### src/rtl/bat_pkg.sv
// bat_pkg: shared types and codes for the breakpoint address table
// holds the request packet that walks the cell chain, op and status codes
// no dependencies
package bat_pkg;

    localparam int BAT_ENTRIES = 16;
    localparam int BAT_ADDR_W  = 32;
    localparam int BAT_OP_W    = 2;
    localparam int BAT_ST_W    = 3;

    localparam logic [BAT_OP_W-1:0] OP_ADD    = 2'd0;
    localparam logic [BAT_OP_W-1:0] OP_REMOVE = 2'd1;
    localparam logic [BAT_OP_W-1:0] OP_CHECK  = 2'd2;

    localparam logic [BAT_ST_W-1:0] ST_OK         = 3'd0;
    localparam logic [BAT_ST_W-1:0] ST_MISALIGNED = 3'd1;
    localparam logic [BAT_ST_W-1:0] ST_PRESENT    = 3'd2;
    localparam logic [BAT_ST_W-1:0] ST_ABSENT     = 3'd3;
    localparam logic [BAT_ST_W-1:0] ST_FULL       = 3'd4;

    // packet handed from cell to cell, one hop per cycle
    // mark: free entry seen (query pass) or entry claimed (commit pass)
    typedef struct packed {
        logic                  vld;
        logic                  commit;
        logic                  add;
        logic [BAT_ADDR_W-1:0] addr;
        logic                  hit;
        logic                  mark;
    } t_pkt;

endpackage

### src/rtl/breakpoint_address_table.sv
// path: a request is registered, walks the cell chain as a query pass, then as a commit
// pass if an add or remove writes the table; the verdict is registered, then moved out
// throughput: one request at a time, the next taken the cycle after the result
// is moved to the output register; set by the request walking the cell chain
// reset: synchronous, clears all entry valid bits, the chain and the output valid
module breakpoint_address_table #(
    parameter int ENTRIES = bat_pkg::BAT_ENTRIES
) (
    input  logic                           i_clk,
    input  logic                           i_rst_n,
    input  logic                           i_valid,
    output logic                           o_stall,
    input  logic [bat_pkg::BAT_OP_W-1:0]   i_op,
    input  logic [bat_pkg::BAT_ADDR_W-1:0] i_address,
    output logic                           o_valid,
    input  logic                           i_stall,
    output logic                           o_hit,
    output logic [bat_pkg::BAT_ST_W-1:0]   o_status
);
    import bat_pkg::*;

    typedef enum logic [3:0] {
        S_IDLE   = 4'b0001,
        S_QUERY  = 4'b0010,
        S_COMMIT = 4'b0100,
        S_RESULT = 4'b1000
    } t_state;

    t_state                r_state;
    t_state                n_state;
    logic [BAT_OP_W-1:0]   r_req_op;
    logic [BAT_ADDR_W-1:0] r_req_addr;
    t_pkt                  r_inj;
    t_pkt                  n_inj;
    logic                  r_res_hit;
    logic                  n_res_hit;
    logic [BAT_ST_W-1:0]   r_res_status;
    logic [BAT_ST_W-1:0]   n_res_status;
    logic                  r_o_valid;
    logic                  n_o_valid;
    logic                  r_o_hit;
    logic                  n_o_hit;
    logic [BAT_ST_W-1:0]   r_o_status;
    logic [BAT_ST_W-1:0]   n_o_status;

    t_pkt                  w_chain [0:ENTRIES];
    t_pkt                  w_tail;
    logic                  w_accept;
    logic                  w_modify;
    logic                  w_aligned;
    logic [BAT_ST_W-1:0]   w_status;
    logic                  w_commit;

    assign w_chain[0] = r_inj;
    assign w_tail     = w_chain[ENTRIES];

    for (genvar g = 0; g < ENTRIES; g++) begin : g_cell
        bat_cell u_cell (
            .i_clk   (i_clk),
            .i_rst_n (i_rst_n),
            .i_pkt   (w_chain[g]),
            .o_pkt   (w_chain[g+1])
        );
    end

    assign o_stall   = (r_state != S_IDLE);
    assign w_accept  = i_valid && !o_stall;
    assign w_modify  = (r_req_op == OP_ADD) || (r_req_op == OP_REMOVE);
    assign w_aligned = (r_req_addr[1:0] == 2'b00);

    // verdict once the query pass leaves the last cell
    always_comb begin
        w_status = ST_OK;
        w_commit = 1'b0;
        priority if (!w_modify) begin
            w_status = ST_OK;
        end else if (!w_aligned) begin
            w_status = ST_MISALIGNED;
        end else if (r_req_op == OP_ADD) begin
            priority if (w_tail.hit) begin
                w_status = ST_PRESENT;
            end else if (!w_tail.mark) begin
                w_status = ST_FULL;
            end else begin
                w_commit = 1'b1;
            end
        end else begin
            if (!w_tail.hit) begin
                w_status = ST_ABSENT;
            end else begin
                w_commit = 1'b1;
            end
        end
    end

    always_comb begin
        n_state      = r_state;
        n_inj        = r_inj;
        n_inj.vld    = 1'b0;
        n_res_hit    = r_res_hit;
        n_res_status = r_res_status;
        n_o_valid    = r_o_valid && i_stall;
        n_o_hit      = r_o_hit;
        n_o_status   = r_o_status;
        unique case (r_state)
            S_IDLE: begin
                if (w_accept) begin
                    n_inj.vld    = 1'b1;
                    n_inj.commit = 1'b0;
                    n_inj.add    = (i_op == OP_ADD);
                    n_inj.addr   = i_address;
                    n_inj.hit    = 1'b0;
                    n_inj.mark   = 1'b0;
                    n_state      = S_QUERY;
                end
            end
            S_QUERY: begin
                if (w_tail.vld) begin
                    n_res_hit    = w_tail.hit;
                    n_res_status = w_status;
                    if (w_commit) begin
                        n_inj.vld    = 1'b1;
                        n_inj.commit = 1'b1;
                        n_inj.add    = (r_req_op == OP_ADD);
                        n_inj.addr   = r_req_addr;
                        n_inj.hit    = 1'b0;
                        n_inj.mark   = 1'b0;
                        n_state      = S_COMMIT;
                    end else begin
                        n_state = S_RESULT;
                    end
                end
            end
            S_COMMIT: begin
                if (w_tail.vld) begin
                    n_state = S_RESULT;
                end
            end
            S_RESULT: begin
                if (!r_o_valid || !i_stall) begin
                    n_o_valid  = 1'b1;
                    n_o_hit    = r_res_hit;
                    n_o_status = r_res_status;
                    n_state    = S_IDLE;
                end
            end
            default: begin
                n_state = S_IDLE;
            end
        endcase
    end

    always_ff @(posedge i_clk) begin
        if (!i_rst_n) begin
            r_state   <= S_IDLE;
            r_inj     <= '0;
            r_o_valid <= 1'b0;
        end else begin
            r_state   <= n_state;
            r_inj     <= n_inj;
            r_o_valid <= n_o_valid;
        end
    end

    always_ff @(posedge i_clk) begin
        if (w_accept) begin
            r_req_op   <= i_op;
            r_req_addr <= i_address;
        end
        r_res_hit    <= n_res_hit;
        r_res_status <= n_res_status;
        r_o_hit      <= n_o_hit;
        r_o_status   <= n_o_status;
    end

    assign o_valid  = r_o_valid;
    assign o_hit    = r_o_hit;
    assign o_status = r_o_status;

endmodule

### src/rtl/bat_cell.sv
// bat_cell: one entry of the breakpoint table plus its chain register
// compares the passing request with its entry, then hands it to the next cell
// depends on bat_pkg
module bat_cell (
    input  logic          i_clk,
    input  logic          i_rst_n,
    input  bat_pkg::t_pkt i_pkt,
    output bat_pkg::t_pkt o_pkt
);
    import bat_pkg::*;

    logic                  r_valid;
    logic                  n_valid;
    logic [BAT_ADDR_W-1:0] r_addr;
    logic [BAT_ADDR_W-1:0] n_addr;
    t_pkt                  r_pkt;
    t_pkt                  n_pkt;
    logic                  w_match;

    assign w_match = r_valid && (r_addr == i_pkt.addr);

    always_comb begin
        n_pkt   = i_pkt;
        n_valid = r_valid;
        n_addr  = r_addr;
        if (i_pkt.vld) begin
            if (!i_pkt.commit) begin
                n_pkt.hit  = i_pkt.hit | w_match;
                n_pkt.mark = i_pkt.mark | !r_valid;
            end else if (i_pkt.add) begin
                // lowest free entry takes the address
                if (!i_pkt.mark && !r_valid) begin
                    n_addr     = i_pkt.addr;
                    n_valid    = 1'b1;
                    n_pkt.mark = 1'b1;
                end
            end else if (w_match) begin
                n_valid = 1'b0;
            end
        end
    end

    always_ff @(posedge i_clk) begin
        if (!i_rst_n) begin
            r_valid <= 1'b0;
            r_pkt   <= '0;
        end else begin
            r_valid <= n_valid;
            r_pkt   <= n_pkt;
        end
    end

    always_ff @(posedge i_clk) begin
        r_addr <= n_addr;
    end

    assign o_pkt = r_pkt;

endmodule

### config.mk
export PLATFORM = sky130hd
export DESIGN_NAME = breakpoint_address_table
export DESIGN_NICKNAME = d
export VERILOG_FILES = /design/src/rtl/bat_pkg.sv /design/src/rtl/breakpoint_address_table.sv /design/src/rtl/bat_cell.sv
export SDC_FILE = /design/constraint.sdc
export NUM_CORES = 2
export LEC_CHECK = 0
export ABC_AREA = 1
export BUFFER_PORTS_ARGS = -buffer_cell sky130_fd_sc_hd__buf_2
export CORE_ASPECT_RATIO = 1.75
export CORE_MARGIN = 10
export CORE_UTILIZATION = 40
export CTS_CLUSTER_SIZE = 14
export DETAILED_ROUTE_END_ITERATION = 10
export GPL_TIMING_DRIVEN = 0
export PLACE_DENSITY_LB_ADDON = 0.15
export REMOVE_ABC_BUFFERS = 1
export SETUP_SLACK_MARGIN = 0.5
export SYNTH_ARGS = -nofsm -noshare
export SYNTH_HDL_FRONTEND = slang
export SYNTH_SLANG_ARGS = --single-unit
### constraint.sdc
create_clock -name i_clk -period 7.3 [get_ports i_clk]
set_clock_uncertainty 0.15 [all_clocks]
set_input_delay 1.095 -clock i_clk [delete_from_list [all_inputs] [get_ports i_clk]]
set_output_delay 1.095 -clock i_clk [all_outputs]
set_load 0.01 [all_outputs]
---- Word level (Yosys, flattened, before mapping) ----
Cells that the tools add are included.
W data, S select, Z words.
cells by class
  eq/ne operators ......................... 43
  mux-type cells .......................... 151
  bitwise logic cells ..................... 32
  reduce and logical (&&, ||, !) cells .... 128
operators with widths
  cell                  count
  $eq A32 B32 Y1        16
  $reduce_and A4 Y1     34
  $mux W1               121
  $mux W37              3
  $pmux W37 S2          1
  $ne A2 B1 Y1 const B  18
  $logic_not A1 Y1      35
  $logic_and A1 B1 Y1   34
  $mux W2               17
  $reduce_bool A2 Y1    17
  $or A1 B1 Y1          32
  $mux W4               5
  $pmux W4 S4           1
  $mux W3               3
  $logic_not A2 Y1      3
  $ne A2 B2 Y1 const B  3
  $reduce_and A2 Y1     3
  $eq A4 B1 Y1 const B  1
  $eq A4 B2 Y1 const B  1
  $eq A4 B3 Y1 const B  1
  $eq A4 B4 Y1 const B  1
  $ne A4 B1 Y1 const B  1
  $eq A2 B1 Y1 const B  1
  $logic_or A1 B1 Y1    2
storage, ports and cells
  register bits after elaboration ......... 1170
  input port bits ......................... 38
  output and inout port bits .............. 6
  word-level logic and storage cells ...... 494

---- Depth between registers and ports, before layout ----
  depth after elaboration ................. 8
  gate-level depth with buffers ........... 11
  mapped depth without buffers ............ 11

---- Modules after synthesis ----
From an unflattened synthesis, not the netlist that was laid out.
unflattened totals
  cells, all modules ...................... 5179
  area total of the unflattened synthesis .. 46595.9 µm²
by module, submodules not included
  module                    instances  cells an instance  area each (µm²)  seq. area each (µm²)
  bat_cell                  16         297                2680.1           1721.7
  breakpoint_address_table  1          427                3714.8           2062.0

---- Least setup slack after synthesis ----
Ideal clock, no wire load.
  path type ............................... input -> register
  start ................................... input port i_valid
  end ..................................... register r_inj[25] in the netlist's numbering
  setup time .............................. 0.066 ns
  data arrival time ....................... 2.826 ns
  required time ........................... 7.084 ns
  slack ................................... 4.258 ns
  stages .................................. 5
  path buffers ............................ 1
  cells stage by stage .................... inv_1 > nor2_4 > buf_1 > a21oi_1 > a21oi_2
between the ends
  longest elaborated chain between the ends .. 3
ends and longest elaborated chain
  item                         line                             RTL
  start, declared              breakpoint_address_table.sv:11   input logic i_valid,
  $logic_and A1 B1 Y1          breakpoint_address_table.sv:67   assign w_accept = i_valid && !o_stall;
  $ne A2 B2 Y1 (no line)       --
  $reduce_and A4 Y1 (no line)  --
  end signal, assigned         breakpoint_address_table.sv:160  r_inj <= n_inj;
  end, declared                breakpoint_address_table.sv:33   t_pkt r_inj;
No other way between the ends.
A chain may end at the register's enable or synchronous reset.

==> qor.txt <==
status -> completed
Netlist cell types -> 36
Die Span X -> 271 um
Max Slew Vio Count -> 0
slack of the critical path -> 3060 ps
Mapped Cells -> 4716
ys flop type -> dfxtp_1
fillcell total -> 10700
# port buffers -> 43
Syn Area/Cell -> 9.38 um^2
crit-path leading delay family -> buffers and inverters
unrepaired setup endpoints after global routing -> false
Post-CTS Hold Fix Bufs -> 0
area delta synth->final -> 12.8%
1st-pass router iterations -> 4
leading cell types in the layout, fill and taps excluded -> nand2_1 (1338), inv_1 (1150), dfxtp_1 (614)
Data arrival, critical path -> 4720 ps
Max IR drop VDD -> 0.222 mV
maxcap violations -> 0
top achievable clock speed -> 0.236 GHz
ys async rst share -> 0%
Worst R2R Path Depth -> 9
Total Routing Usage GR -> 13.4%
Initial Utilization -> 40.2%
initial antenna violation count -> 0
DRC violation total after the first TritonRoute iteration -> 1176
mux contribution to synthesized area -> 0%
most used cell, CP -> buf_16
element type at the critical path start -> input pin
main combinational cell family by area after synthesis -> simple AND/OR/NAND/NOR gates
Levels on crit path -> 8
clk sinks -> 1168
simple-gate area share of the yosys netlist -> 16.3%
Worst Hold Class -> flop to flop
Worst-Margin Slew -> 1040 ps
Detailed Place HPWL -> 59.9 mm
Critical Path Sink Type -> flop
final setup vio count -> 0
worst rel slew slack -> 30.8%
DRC viols -> 0
fin crit share -> 58.1%
CTS tree -> yes
CP max stage cell -> clkinv_2
via count of the first global-routing pass -> 26700
ratio of cells with drive above 1 in the final layout -> 6.02%
leading cell type in the layout, fill and taps excluded -> nand2_1
Critical Path, Cell by Cell -> buf_8 -> buf_16 -> buf_16 -> buf_16 -> clkinv_2 -> nor2_8 -> nor2_1 -> a21oi_2
crit path kind -> input pin to flop
pin count of the biggest net entering global routing -> 141
root buffer cell -> clkbuf_16
Worst Hold Path Cells -> 2
WL/cell -> 13.1 um
final RePlAce weighted congestion -> 0.848
WP buf/inv -> 5
setup_tns -> 0 ps
core area -> 0.110 mm^2
Synth Area in XOR/XNOR -> 4.08%
synth warn -> 0
post-synthesis sequential area ratio -> 65.4%
Seq cells post-synth -> 1168
Reg clk slew, reported paths -> 70 ps
Syn Std Cell Area -> 0.0442 mm^2
Util after Layout -> 45.4%
post-CTS sizing -> 0
Synth Area in Compound Gates -> 3.57%
Post-synth EDFFs -> 554
Crit path largest cell delay -> 860 ps
clock buffer depth -> 3
die footprint -> 0.125 mm^2
antenna-violating nets left -> 0
Congestion Overflow GR -> 0
Pwr per Cell Area -> 256 mW/mm^2
Setup WS pre-CTS -> 2180 ps
setup bufs post-CTS -> 0
DIE HEIGHT -> 460 um
Final Hold Fails -> 0
I/O pins -> 44
first-pass GRT wire length -> 133 mm
required time of the critical path -> 7780 ps
Num CTS Buffers -> 105
P_leak -> 23.2 nW
Vias/cell -> 4.24
Std-Cell Rows -> 161
Crit Path Max Fanout -> 140
clk_lat worst skew -> 710 ps
final net count -> 4850
Final min period -> 4240 ps
H-Tree Depth -> 3
n_diodes -> 0
routed wire length -> 83.2 mm
via count -> 27000
adder-cell area share of the yosys netlist -> 0.0283%
==> final timing paths <==
path | startpoint | to | slack [ps]
max reg2reg | r_state[3]$_SDFFE_PN0P_ | r_inj[31]$_SDFFE_PN0P_ | 4650
max | i_rst_n | r_inj[31]$_SDFFE_PN0P_ | 3060
min reg2reg | g_cell[5].u_cell.o_pkt[19]$_SDFF_PN0_ | g_cell[6].u_cell.o_pkt[19]$_SDFF_PN0_ | 270
min | g_cell[5].u_cell.o_pkt[19]$_SDFF_PN0_ | g_cell[6].u_cell.o_pkt[19]$_SDFF_PN0_ | 270
==> cell type report <==
cell class                      instances  area [um^2]  area share [%]
Inverter                             1154         4340            8.68
Clock buffer                          160         3060            6.13
Tap cell                             1467         1840            3.68
Multi-Input combinational cell       2318        10700            21.5
Timing Repair Buffer                   64          713            1.43
Clock inverter                         36          322           0.644
Sequential cell                      1168        28900            57.9
==> where the power goes <==
part	switching, mW	internal, mW	leakage [nW]
Sequential	0.0858	6.94	9.35
Combinational	0.251	0.124	12.2
Clock	2.36	3.04	1.67
==> routing by layer <==
metal | wire [um] | GRT usage [%]
met1 | 28000 | 11.3
met2 | 50200 | 28.9
met3 | 2070 | 1.96
met4 | 2910 | 6.08
met5 | 0 | 0
==> cell usage after synthesis, types with 7 or more instances <==
cell	n	area share (%)
inv_1	1150	9.8
or2_2	19	0.27
edfxtp_1	554	38
clkbuf_1	23	0.20
buf_2	47	0.53
o211ai_1	15	0.25
nand3_1	88	1.0
nand4_1	43	0.61
dfxtp_1	614	28
nor3_1	7	0.079
a21oi_1	100	1.1
xor2_1	40	0.79
a21oi_2	28	0.55
xnor2_1	166	3.3
o22ai_1	9	0.13
nand2_1	1338	11
o21ai_0	124	1.4
nor2_1	324	2.7
==> cells by family (layout without fill, tap and decap cells) <==
kind of cell,after synthesis,after routing
xor+xnor,206,206
simple gates,1831,1831
flops,1168,1168
compound gates,280,280
buf+inv,1230,1414
fa+ha+maj,1,1
==> stage by stage <==
stage          instance area [um^2]  power, mW  std cells  hold WS, ps
2_1_floorplan                 43900       7.38       4640          250
3_3_place_gp                  45900       7.54       6150          261
3_5_place_dp                  46500       7.56       6171          267
4_1_cts                       49900       13.0       6367          278
5_1_grt                       49900       13.3       6367          290
6_report                      49900       12.8       6367          275
==> worst reg2reg max path: cells and delay by family, from the launching register on <==
family / cells / cell delay (ps)
flops: 1 / 340
simple gates: 6 / 1640
compound gates: 1 / 120
buf+inv: 2 / 350
==> registers in the layout, indices dropped and copies added, names as in the netlist <==
register	cells
g_cell.u_cell.r_addr	512
r_req_op	2
r_state	4
g_cell.u_cell.r_valid	16
o_hit	1
g_cell.u_cell.o_pkt	558
o_status	3
r_req_addr	32
r_inj	35
r_res_hit	1
r_res_status	3
o_valid	1
Note: power is estimated with default switching activity, not from simulation.
